### src/mmt_pkg.sv
package mmt_pkg;

   localparam int MAX_DIM = 8;
   localparam int ELEM_W  = 16;
   localparam int MUL_W   = 2 * ELEM_W;
   localparam int ACC_W   = 38;
   localparam int INDEX_W = 6;
   localparam int DIM_W   = 4;
   localparam int POS_W   = 3;
   localparam int CSR_IDX_W = 3;

   typedef enum logic [1:0] {
      OP_LOAD_A = 2'd0,
      OP_LOAD_B = 2'd1,
      OP_START  = 2'd2
   } opcode_type;

   typedef enum logic [CSR_IDX_W-1:0] {
      CSR_A_ROWS  = 3'd0,
      CSR_A_COLS  = 3'd1,
      CSR_B_ROWS  = 3'd2,
      CSR_B_COLS  = 3'd3,
      CSR_TRANS_A = 3'd4,
      CSR_TRANS_B = 3'd5
   } csr_index_type;

   localparam logic STATUS_OK       = 1'b0;
   localparam logic STATUS_MISMATCH = 1'b1;

   typedef enum logic [2:0] {
      ST_IDLE,
      ST_READ,
      ST_MUL,
      ST_ACC,
      ST_RESULT
   } state_type;

   // control from the sequencer to the multiply-accumulate unit
   typedef struct packed {
      logic mul_en;
      logic acc_en;
      logic acc_first;
   } mac_ctl_type;

endpackage

### src/mmt_if.sv
interface mmt_req_if;
   import mmt_pkg::*;

   logic                      valid;
   logic                      ready;
   logic [1:0]                opcode;
   logic [INDEX_W-1:0]        elem_index;
   logic signed [ELEM_W-1:0]  elem_value;

   modport source (output valid, output opcode, output elem_index, output elem_value,
                   input ready);
   modport sink (input valid, input opcode, input elem_index, input elem_value,
                 output ready);
endinterface

interface mmt_rsp_if;
   import mmt_pkg::*;

   logic                      valid;
   logic                      ready;
   logic signed [ACC_W-1:0]   product;
   logic [POS_W-1:0]          row;
   logic [POS_W-1:0]          col;
   logic                      status;
   logic                      last;

   modport source (output valid, output product, output row, output col,
                   output status, output last, input ready);
   modport sink (input valid, input product, input row, input col,
                 input status, input last, output ready);
endinterface

### src/mmt_mac.sv
module mmt_mac
   import mmt_pkg::*;
(
   input  logic                     clock,
   input  mac_ctl_type              ctl,
   input  logic signed [ELEM_W-1:0] a_val,
   input  logic signed [ELEM_W-1:0] b_val,
   output logic signed [ACC_W-1:0]  acc
);

   logic signed [MUL_W-1:0] prod_ff, prod_in;
   logic signed [ACC_W-1:0] acc_ff, acc_in;
   logic signed [ACC_W-1:0] prod_ext;

   assign prod_ext = {{(ACC_W - MUL_W){prod_ff[MUL_W-1]}}, prod_ff};

   always_comb begin
      prod_in = prod_ff;
      if (ctl.mul_en) begin
         prod_in = a_val * b_val;
      end
      acc_in = acc_ff;
      if (ctl.acc_en) begin
         acc_in = ctl.acc_first ? prod_ext : acc_ff + prod_ext;
      end
   end

   always_ff @(posedge clock) begin
      prod_ff <= prod_in;
      acc_ff  <= acc_in;
   end

   assign acc = acc_ff;

endmodule

### src/matrix_multiply_transpose.sv
// Matrix multiply C = op(A) * op(B) over column-major stores of MAX_DIM*MAX_DIM
// signed Q8.8 elements, each op optionally a transpose. Load items (A or B) are
// written into their store; an unused opcode or an out-of-range load index is
// dropped. A start walks every element of C row by row with one shared multiplier:
// each multiply-accumulate is a registered store read, a registered multiply and
// an accumulate, and each result waits on its transfer; an inner dimension
// mismatch gives one status result. The request side is not ready during that
// walk. Stores are not cleared at reset: reading an element never loaded returns
// an arbitrary value. Dimension registers of 0 act as 1, values above MAX_DIM act
// as MAX_DIM.
module matrix_multiply_transpose
   import mmt_pkg::*;
(
   input  logic                  clock,
   input  logic                  reset,
   mmt_req_if.sink               req,
   mmt_rsp_if.source             rsp,
   input  logic                  csr_we,
   input  logic [CSR_IDX_W-1:0]  csr_index,
   input  logic [DIM_W-1:0]      csr_wdata
);

   localparam int DEPTH = MAX_DIM * MAX_DIM;
   localparam int AW    = (DEPTH > 1) ? $clog2(DEPTH) : 1;
   localparam int CW    = (MAX_DIM > 1) ? $clog2(MAX_DIM) : 1;
   localparam int DW    = $clog2(MAX_DIM + 1);
   localparam int XW    = DW + POS_W;

   // configuration registers
   logic [DIM_W-1:0] a_rows_ff, a_cols_ff, b_rows_ff, b_cols_ff;
   logic             trans_a_ff, trans_b_ff;

   state_type state_ff, state_in;

   logic [CW-1:0] i_ff, i_in, j_ff, j_in, k_ff, k_in;
   logic [AW-1:0] ra_ff, ra_in, cb_ff, cb_in, ia_ff, ia_in, ib_ff, ib_in;
   logic          err_ff, err_in;

   logic signed [ELEM_W-1:0] a_mem [DEPTH];
   logic signed [ELEM_W-1:0] b_mem [DEPTH];
   logic signed [ELEM_W-1:0] a_rd_ff, b_rd_ff;

   logic [DW-1:0] ar, ac, br, bc, m_dim, k_dim, kb_dim, n_dim;
   logic [DW-1:0] i_x, j_x, k_x;
   logic [XW-1:0] i_row, j_col;
   logic          last_k, last_j, last_i, mismatch;
   logic          item_xfer, rsp_xfer, in_range;
   logic [AW-1:0] wr_addr;
   logic [AW-1:0] a_k_step, b_k_step, a_i_step, b_j_step;
   logic signed [ACC_W-1:0] acc;
   mac_ctl_type   ctl;

   function automatic logic [DW-1:0] clamp_dim(input logic [DIM_W-1:0] v);
      logic [DW-1:0] r;
      if (v == '0) begin
         r = DW'(1);
      end else if (32'(v) > MAX_DIM) begin
         r = DW'(MAX_DIM);
      end else begin
         r = DW'(v);
      end
      return r;
   endfunction

   assign ar = clamp_dim(a_rows_ff);
   assign ac = clamp_dim(a_cols_ff);
   assign br = clamp_dim(b_rows_ff);
   assign bc = clamp_dim(b_cols_ff);

   assign m_dim  = trans_a_ff ? ac : ar;
   assign k_dim  = trans_a_ff ? ar : ac;
   assign kb_dim = trans_b_ff ? bc : br;
   assign n_dim  = trans_b_ff ? br : bc;
   assign mismatch = (k_dim != kb_dim);

   assign i_x = DW'(i_ff);
   assign j_x = DW'(j_ff);
   assign k_x = DW'(k_ff);
   assign last_k = (k_x == k_dim - DW'(1));
   assign last_j = (j_x == n_dim - DW'(1));
   assign last_i = (i_x == m_dim - DW'(1));

   // address strides in the column-major stores
   assign a_k_step = trans_a_ff ? AW'(1) : AW'(ar);
   assign a_i_step = trans_a_ff ? AW'(ar) : AW'(1);
   assign b_k_step = trans_b_ff ? AW'(br) : AW'(1);
   assign b_j_step = trans_b_ff ? AW'(1) : AW'(br);

   assign item_xfer = req.valid && req.ready;
   assign rsp_xfer  = rsp.valid && rsp.ready;
   assign in_range  = (32'(req.elem_index) < DEPTH);
   assign wr_addr   = AW'(req.elem_index);

   // next state
   always_comb begin
      state_in = state_ff;
      case (state_ff)
         ST_IDLE: begin
            if (item_xfer && req.opcode == OP_START) begin
               state_in = mismatch ? ST_RESULT : ST_READ;
            end
         end
         ST_READ:  state_in = ST_MUL;
         ST_MUL:   state_in = ST_ACC;
         ST_ACC:   state_in = last_k ? ST_RESULT : ST_READ;
         ST_RESULT: begin
            if (rsp.ready) begin
               state_in = (err_ff || (last_i && last_j)) ? ST_IDLE : ST_READ;
            end
         end
         default:  state_in = ST_IDLE;
      endcase
   end

   // outputs of the sequencer
   always_comb begin
      req.ready     = 1'b0;
      rsp.valid     = 1'b0;
      ctl.mul_en    = 1'b0;
      ctl.acc_en    = 1'b0;
      ctl.acc_first = (k_ff == '0);
      case (state_ff)
         ST_IDLE:   req.ready  = 1'b1;
         ST_READ:   ;
         ST_MUL:    ctl.mul_en = 1'b1;
         ST_ACC:    ctl.acc_en = 1'b1;
         ST_RESULT: rsp.valid  = 1'b1;
         default:   ;
      endcase
   end

   // loop counters and running store addresses
   always_comb begin
      i_in   = i_ff;
      j_in   = j_ff;
      k_in   = k_ff;
      ra_in  = ra_ff;
      cb_in  = cb_ff;
      ia_in  = ia_ff;
      ib_in  = ib_ff;
      err_in = err_ff;
      if (state_ff == ST_IDLE && item_xfer && req.opcode == OP_START) begin
         i_in   = '0;
         j_in   = '0;
         k_in   = '0;
         ra_in  = '0;
         cb_in  = '0;
         ia_in  = '0;
         ib_in  = '0;
         err_in = mismatch;
      end else if (state_ff == ST_ACC) begin
         if (last_k) begin
            k_in = '0;
         end else begin
            k_in  = k_ff + CW'(1);
            ia_in = ia_ff + a_k_step;
            ib_in = ib_ff + b_k_step;
         end
      end else if (rsp_xfer) begin
         if (last_j) begin
            j_in  = '0;
            i_in  = i_ff + CW'(1);
            ra_in = ra_ff + a_i_step;
            cb_in = '0;
            ia_in = ra_ff + a_i_step;
            ib_in = '0;
         end else begin
            j_in  = j_ff + CW'(1);
            cb_in = cb_ff + b_j_step;
            ia_in = ra_ff;
            ib_in = cb_ff + b_j_step;
         end
      end
   end

   always_ff @(posedge clock) begin
      if (reset) begin
         state_ff   <= ST_IDLE;
         a_rows_ff  <= DIM_W'(8);
         a_cols_ff  <= DIM_W'(8);
         b_rows_ff  <= DIM_W'(8);
         b_cols_ff  <= DIM_W'(8);
         trans_a_ff <= 1'b0;
         trans_b_ff <= 1'b0;
      end else begin
         state_ff <= state_in;
         if (csr_we) begin
            case (csr_index)
               CSR_A_ROWS:  a_rows_ff  <= csr_wdata;
               CSR_A_COLS:  a_cols_ff  <= csr_wdata;
               CSR_B_ROWS:  b_rows_ff  <= csr_wdata;
               CSR_B_COLS:  b_cols_ff  <= csr_wdata;
               CSR_TRANS_A: trans_a_ff <= csr_wdata[0];
               CSR_TRANS_B: trans_b_ff <= csr_wdata[0];
               default:     ;
            endcase
         end
      end
   end

   always_ff @(posedge clock) begin
      i_ff   <= i_in;
      j_ff   <= j_in;
      k_ff   <= k_in;
      ra_ff  <= ra_in;
      cb_ff  <= cb_in;
      ia_ff  <= ia_in;
      ib_ff  <= ib_in;
      err_ff <= err_in;
   end

   // element stores: one write port for loads, one registered read port each
   always_ff @(posedge clock) begin
      if (item_xfer && in_range && req.opcode == OP_LOAD_A) begin
         a_mem[wr_addr] <= req.elem_value;
      end
      a_rd_ff <= a_mem[ia_ff];
   end

   always_ff @(posedge clock) begin
      if (item_xfer && in_range && req.opcode == OP_LOAD_B) begin
         b_mem[wr_addr] <= req.elem_value;
      end
      b_rd_ff <= b_mem[ib_ff];
   end

   mmt_mac u_mac (
      .clock (clock),
      .ctl   (ctl),
      .a_val (a_rd_ff),
      .b_val (b_rd_ff),
      .acc   (acc)
   );

   assign i_row = XW'(i_ff);
   assign j_col = XW'(j_ff);

   // hold the result fields steady until the transfer
   assign rsp.product = err_ff ? '0 : acc;
   assign rsp.row     = err_ff ? '0 : i_row[POS_W-1:0];
   assign rsp.col     = err_ff ? '0 : j_col[POS_W-1:0];
   assign rsp.status  = err_ff ? STATUS_MISMATCH : STATUS_OK;
   assign rsp.last    = err_ff || (last_i && last_j);

endmodule
### src/flat_wrapper.sv
// flat-port wrapper written by rule: the top's interface ports become plain ports
module matrix_multiply_transpose_flat import mmt_pkg::*;
  (clock, reset, csr_we, csr_index, csr_wdata, req_valid, req_opcode, req_elem_index, req_elem_value, req_ready, rsp_valid, rsp_product, rsp_row, rsp_col, rsp_status, rsp_last, rsp_ready);
  mmt_req_if req_i ();
  mmt_rsp_if rsp_i ();
  input  logic clock;
  input  logic reset;
  input  logic csr_we;
  input  logic [CSR_IDX_W-1:0] csr_index;
  input  logic [DIM_W-1:0] csr_wdata;
  input wire logic [$bits(req_i.valid)-1:0] req_valid;
  input wire logic [$bits(req_i.opcode)-1:0] req_opcode;
  input wire logic [$bits(req_i.elem_index)-1:0] req_elem_index;
  input wire logic [$bits(req_i.elem_value)-1:0] req_elem_value;
  output wire logic [$bits(req_i.ready)-1:0] req_ready;
  output wire logic [$bits(rsp_i.valid)-1:0] rsp_valid;
  output wire logic [$bits(rsp_i.product)-1:0] rsp_product;
  output wire logic [$bits(rsp_i.row)-1:0] rsp_row;
  output wire logic [$bits(rsp_i.col)-1:0] rsp_col;
  output wire logic [$bits(rsp_i.status)-1:0] rsp_status;
  output wire logic [$bits(rsp_i.last)-1:0] rsp_last;
  input wire logic [$bits(rsp_i.ready)-1:0] rsp_ready;
  assign req_i.valid = req_valid;
  assign req_i.opcode = req_opcode;
  assign req_i.elem_index = req_elem_index;
  assign req_i.elem_value = req_elem_value;
  assign req_ready = req_i.ready;
  assign rsp_valid = rsp_i.valid;
  assign rsp_product = rsp_i.product;
  assign rsp_row = rsp_i.row;
  assign rsp_col = rsp_i.col;
  assign rsp_status = rsp_i.status;
  assign rsp_last = rsp_i.last;
  assign rsp_i.ready = rsp_ready;
  matrix_multiply_transpose u_core (.clock(clock), .reset(reset), .req(req_i), .rsp(rsp_i), .csr_we(csr_we), .csr_index(csr_index), .csr_wdata(csr_wdata));
endmodule
### config.mk
export PLATFORM = sky130hd
export DESIGN_NAME = matrix_multiply_transpose_flat
export DESIGN_NICKNAME = d
export VERILOG_FILES = /design/src/mmt_pkg.sv /design/src/mmt_if.sv /design/src/mmt_mac.sv /design/src/matrix_multiply_transpose.sv /design/src/flat_wrapper.sv
export SDC_FILE = /design/constraint.sdc
export NUM_CORES = 2
export LEC_CHECK = 0
export BUFFER_PORTS_ARGS = -buffer_cell sky130_fd_sc_hd__clkbuf_2
export CORE_MARGIN = 2
export CORE_UTILIZATION = 48
export CTS_CLUSTER_SIZE = 25
export DETAILED_ROUTE_END_ITERATION = 10
export PLACE_DENSITY = 0.69
export SLEW_MARGIN = 20
export SYNTH_ARGS = -nofsm -noshare
export SYNTH_HDL_FRONTEND = slang
export SYNTH_SLANG_ARGS = --single-unit
### constraint.sdc
create_clock -name clock -period 12.2 [get_ports clock]
set_input_delay 0.61 -clock clock [delete_from_list [all_inputs] [get_ports clock]]
set_output_delay 0.61 -clock clock [all_outputs]
set_load 0.01 [all_outputs]
After elaboration in Yosys (flattened, before gate mapping)

Memories as Yosys holds them, arrays and structs flattened. A register that Yosys moved wholly into a read port is not among the register bits.
Index checks and enable logic that the tools add are counted.

Word-level logic and storage cells: 127
Input port bits: 36
Memories kept: 2
Memory bits (writable): 2048
Bits in registers: 125

Memories:

| name         | depth | bits a word | read ports | clocked after Yosys merged registers in | wr ports | line                            | RTL |
|---|---|---|---|---|---|---|---|
| u_core.a_mem | 64    | 16          | 1          | 1                                       | 1        | matrix_multiply_transpose.sv:39 | `logic signed [ELEM_W-1:0] a_mem [DEPTH];` |
| u_core.b_mem | 64    | 16          | 1          | 1                                       | 1        | matrix_multiply_transpose.sv:40 | `logic signed [ELEM_W-1:0] b_mem [DEPTH];` |

Reductions and logical operators: 28
Mux-type cells: 45
Bitwise gates (word level): 1
$mul: 1
Equal/unequal tests: 18
Order comparisons: 4
$add $sub $neg: 11

Operators by type and width:

| operator                                                            | count |
|---|---|
| 38-bit two-way mux                                                  | 2 |
| 4-bit two-way mux                                                   | 16 |
| 6-bit two-way mux                                                   | 8 |
| 38-bit by 32-bit adder with 38-bit output                           | 1 |
| 16-bit by 16-bit multiplier with 32-bit output                      | 1 |
| 6-bit adder                                                         | 4 |
| 3-bit two-way mux                                                   | 8 |
| 2-bit AND reduction                                                 | 9 |
| 4-bit greater-than comparator (second input constant)               | 4 |
| 4-bit zero test                                                     | 4 |
| 3-bit one-hot mux with 5 select lines                               | 1 |
| 3-bit by 2-bit == test with 1-bit output (second input constant)    | 4 |
| 3-bit by 4-bit == test with 1-bit output                            | 3 |
| 4-bit by 1-bit subtractor with 4-bit output (second input constant) | 3 |
| 1-bit two-way mux                                                   | 10 |
| 3-bit by 1-bit adder with 3-bit output (second input constant)      | 3 |
| 3-bit == test (second input constant)                               | 3 |
| 3-bit zero test                                                     | 3 |
| 1-bit logical AND                                                   | 8 |
| 3-bit by 1-bit == test with 1-bit output (second input constant)    | 2 |
| 2-bit != test (second input constant)                               | 2 |
| 4-bit != test                                                       | 1 |
| 3-bit AND reduction                                                 | 1 |
| 2-bit by 1-bit == test with 1-bit output (second input constant)    | 1 |
| 6 further kinds                                                     | 6 |

Longest topological paths before layout

Depth after elaboration: 11
Gate-level depth with buffers: 24

Cells and area by module

Synthesis repeated with hierarchy kept, for this count alone.

Cell total of the unflattened synthesis: 5177
Area total of the unflattened synthesis: 96899.2 sq um

By module, submodules not included:

| module                    | times used | area an instance (sq um) | cells each |
|---|---|---|---|
| matrix_multiply_transpose | 1          | 82912.0                  | 3727 |
| mmt_mac                   | 1          | 13987.2                  | 1450 |

Least setup slack after synthesis

Ideal clock, no wire load.

Kind: register to register
Start point: register u_core.a_rd_ff[10] (read register of u_core.a_mem)
End point: register u_core.u_mac.prod_ff[28], data pin
Data required time: 12020 ps
Arrival: 6026 ps
Slack: 5994 ps
Library setup time: 180 ps
Stages on the path, launching flop included: 22
Period minus slack after synthesis: 6206 ps
Cells stage by stage: dfxtp_1 clkbuf_1 nand2_1 fa_1 fa_1 fa_1 fa_1 inv_1 fa_1 inv_1 fa_1 inv_1 ha_1 a211o_1 o311ai_2 a211oi_2 and3_1 a21oi_2 o41ai_4 a2111oi_4 nor2_1 o311ai_1

Cells in the longest elaborated chain, start to end: 1

Ends and longest elaborated chain:

| item                                           | line                            | RTL |
|---|---|---|
| from (decl)                                    | matrix_multiply_transpose.sv:41 | `logic signed [ELEM_W-1:0] a_rd_ff, b_rd_ff;` |
| 16-bit by 16-bit multiplier with 32-bit output | mmt_mac.sv:20                   | `prod_in = a_val * b_val;` |
| to (signal assigned)                           | mmt_mac.sv:29                   | `prod_ff <= prod_in;` |
| to (decl)                                      | mmt_mac.sv:11                   | `logic signed [MUL_W-1:0] prod_ff, prod_in;` |

No other way between the ends.
A chain may end at the register's enable or synchronous reset.

Worst setup path after layout

Start point: register u_core.b_rd_ff[1] (read register of u_core.b_mem)
End point: register u_core.u_mac.prod_ff[31], data pin

Cells in the longest elaborated chain, start to end: 1

Ends and longest elaborated chain:

| item                                           | line |
|---|---|
| from (decl)                                    | matrix_multiply_transpose.sv:41 |
| 16-bit by 16-bit multiplier with 32-bit output | mmt_mac.sv:20 |

No other way between the ends.

==> flow_summary.yaml <==
status:
  outcome: "completed"
timing:
  report.final.slew_viol_count: 0
  period_minus_slack_ps: 6870
  setup_viol: 0
  rsz0062_at_grt: "false"
  worstMarginPinSlew_ps: 1150
  fin_skew_ps: 48.1
  max_freq_ghz: 0.146
  timing.final.crit_share_pct: 56.3
  relSlewSlack_pct: 23.4
  hold_viol_final: 0
  tns_ps: 0
finish:
  final_cell_count_no_fill: 8209
  seq_area_um2: 65400
  area_growth_pct: 11.5
  fillers: 15400
  fin_nets: 5819
  post-route-cell-area_um2: 108000
  multi_input_area_um2: 29300
  drive_gt1_share_pct: 23.4
global_routing:
  grt_pass1_vias: 49500
  grt_pass1_wl_um: 333000
  overflow: 0
  grt_max_degree: 113
  gr-usage-all-layers_pct: 22.1
  antenna_found_initial: 10
clocking:
  clock_path_buffers: 3
  cts_setup_buffers: 0
  cts_tree: "yes"
  cts.clk_slew.worst_paths_ps: 60
  cts_hold_buf: 2
  post_cts_resized: 0
  clock_latency_ps: 860
  clock_sinks: 2205
  cts_root_buf: "clkbuf_16"
  cts_buffers: 209
  htreeDepth: 4
place:
  gp_congestion: 0.854
  dp_cells: 7816
  place_hpwl_um: 135000
  numPortBuffers: 83
  place_area_um2: 101000
yosys:
  syn_inst: 5132
  avgSynthCellArea_um2: 18.9
  syn_nets: 5577
  ys_async_sr_fraction_pct: 0
  post_synth_num_cell_types: 71
  synth_seq_cells: 2205
  yosys_warnings: 0
  netlist_area_um2: 96900
  synth-edff-count: 2119
  ys_seq_area_share_pct: 67.4
  synth_ff_type: "edfxtp_1"
setup_path:
  end_kind: "flop"
  worstPathMaxFanout: 16
  startpoint_type: "flop"
  arrival_ps: 7460
  cp_data_required_time_ps: 12790
  path_class: "reg -> reg"
floorplan:
  die_w_um: 453
  die-area_um2: 206000
  core_um2: 200000
  io_pins: 84
  die_h_um: 453
  initial_utilization_pct: 48.4
  rows: 164
routing:
  dr.pass1.iters: 5
  totalWireLength_um: 225000
  wl_per_cell_um: 27.4
  drt_iter0_markers: 5292
  route.detailed.drc: 0
  ant_nets: 0
  post_drt_via_cell_ratio: 5.90
  vias: 48400
min_path:
  hp-class: "in -> reg"
flow_run:
  cap_violations: 0
per-layer routing:
layer / share of wire, % / vias to the layer above / GRT usage (%) / wire length [um]
met2: 49 / 1888 / 35.5 / 110000
li1: - / 20500 / - / -
met4: 2.5 / 6 / 6.09 / 5600
met5: 0.018 / - / 0 / 41
met3: 7.0 / 309 / 3.25 / 15800
met1: 42 / 25700 / 31.9 / 93800
worst max-delay path: stages (launching register included):
cell and delay, ps:
dfxtp_1 710, nand2_1 190, inv_1 180, fa_1 430
inv_1 90, fa_1 420, fa_1 510, inv_1 50
fa_1 490, fa_1 490, inv_1 50, fa_1 470
inv_1 40, ha_1 390, a21o_1 140, a21o_1 120
a2111oi_0 90, a21boi_1 150, a2111oi_0 690, o21ai_0 270
a21oi_1 260, mux2i_1 220, o311ai_0 150
metrics by stage:
step / setup slack [ps] / hold slack [ps] / utilization, %
after detailed placement: 5280 / 454 / 50.5
after floorplan: 5990 / 441 / -
after global placement: 5380 / 446 / 50.5
after global routing: 4810 / 57.2 / 54.0
final: 5330 / 86.5 / 54.0
after CTS: 5320 / 10.7 / 53.9
cells in the mapped netlist, types with 58 or more instances:
library cell  number  area share (%)
a21oi_1          116            0.60
and2_1           138            0.89
clkbuf_1         164            0.64
dfxtp_1           86             1.8
edfxtp_1        2119              66
fa_1             267             5.5
ha_1             142             1.8
inv_1            351             1.4
mux4_2           672              16
nand2_1          206            0.80
nor2_1           247            0.96
nor2b_1           62            0.40
o21ai_0           61            0.31
xnor2_1           58            0.52
area by class of cell:
type                       count  area share [%]
inverter                     351            1.22
clock inverter               123            1.09
tap                         2656            3.07
antenna                        5          0.0116
sequential                  2205            60.5
timing repair buffer         272            1.78
multi-input combinational   2335            27.2
clock buffer                 262            5.18
path summary, 6_finish.rpt:
path | startpoint | endpoint | slack, ps | cells after the start
worst min-delay path | csr_wdata[2] | u_core.b_cols_ff[2] | 90 | 3
worst min register to register | u_core.cb_ff[3] | u_core.cb_ff[3] | 460 | 2
worst max-delay path | u_core.b_rd_ff[1] | u_core.u_mac.prod_ff[31] | 5330 | 22
worst max register to register | u_core.b_rd_ff[1] | u_core.u_mac.prod_ff[31] | 5330 | 22
logic make-up after synthesis:
family          after synthesis  share of synthesized area [%]
mux                         686                           15.8
fa+ha+maj                   409                           7.35
simple gates                833                           4.21
flops                      2205                           67.4
xor+xnor                     82                          0.741
buf+inv                     592                           2.36
compound gates              325                           2.16
registers in the layout (all words and copies together) (netlist names), 4 cells and up:
name,count
u_core.b_rows_ff,4
u_core.u_mac.acc,38
u_core.ia_ff,6
u_core.a_cols_ff,4
u_core.b_cols_ff,4
u_core.b_rd_ff,16
u_core.a_mem,1024
u_core.b_mem,1024
u_core.ra_ff,6
u_core.u_mac.prod_ff,32
u_core.ib_ff,6
u_core.cb_ff,6
u_core.a_rows_ff,4
u_core.a_rd_ff,16
placed cells by master, fill, tap and decap left out, drive strengths merged, types with 6 or more instances in the layout:
cell type  netlist  final
a2111oi          7      7
fa             267    267
a31oi           12     12
nor2           247    247
nand2b          19     19
o211ai          12     12
inv            351    361
mux4           672    672
nand3b          13     13
bufinv           0     16
nor2b           62     62
nor3            45     45
nand2          206    206
xor2            24     24
mux2i           14     14
nor3b           15     15
clkinv           0     87
a21oi          117    117
a211o            8      8
edfxtp        2119   2119
and3            14     14
buf             77    203
or2              6      6
o21a            13     13
xnor2           58     58
a21o            33     33
nand3           33     33
o21ai           64     64
and2           139    139
or3              8      8
o31ai            6      6
nor4b            6      6
ha             142    142
clkinvlp         0     10
clkbuf         164    329
a211oi          17     17
dfxtp           86     86
Power is not shown: default switching activity piles up to over one toggle a cycle in this logic, so the estimate is an artifact.
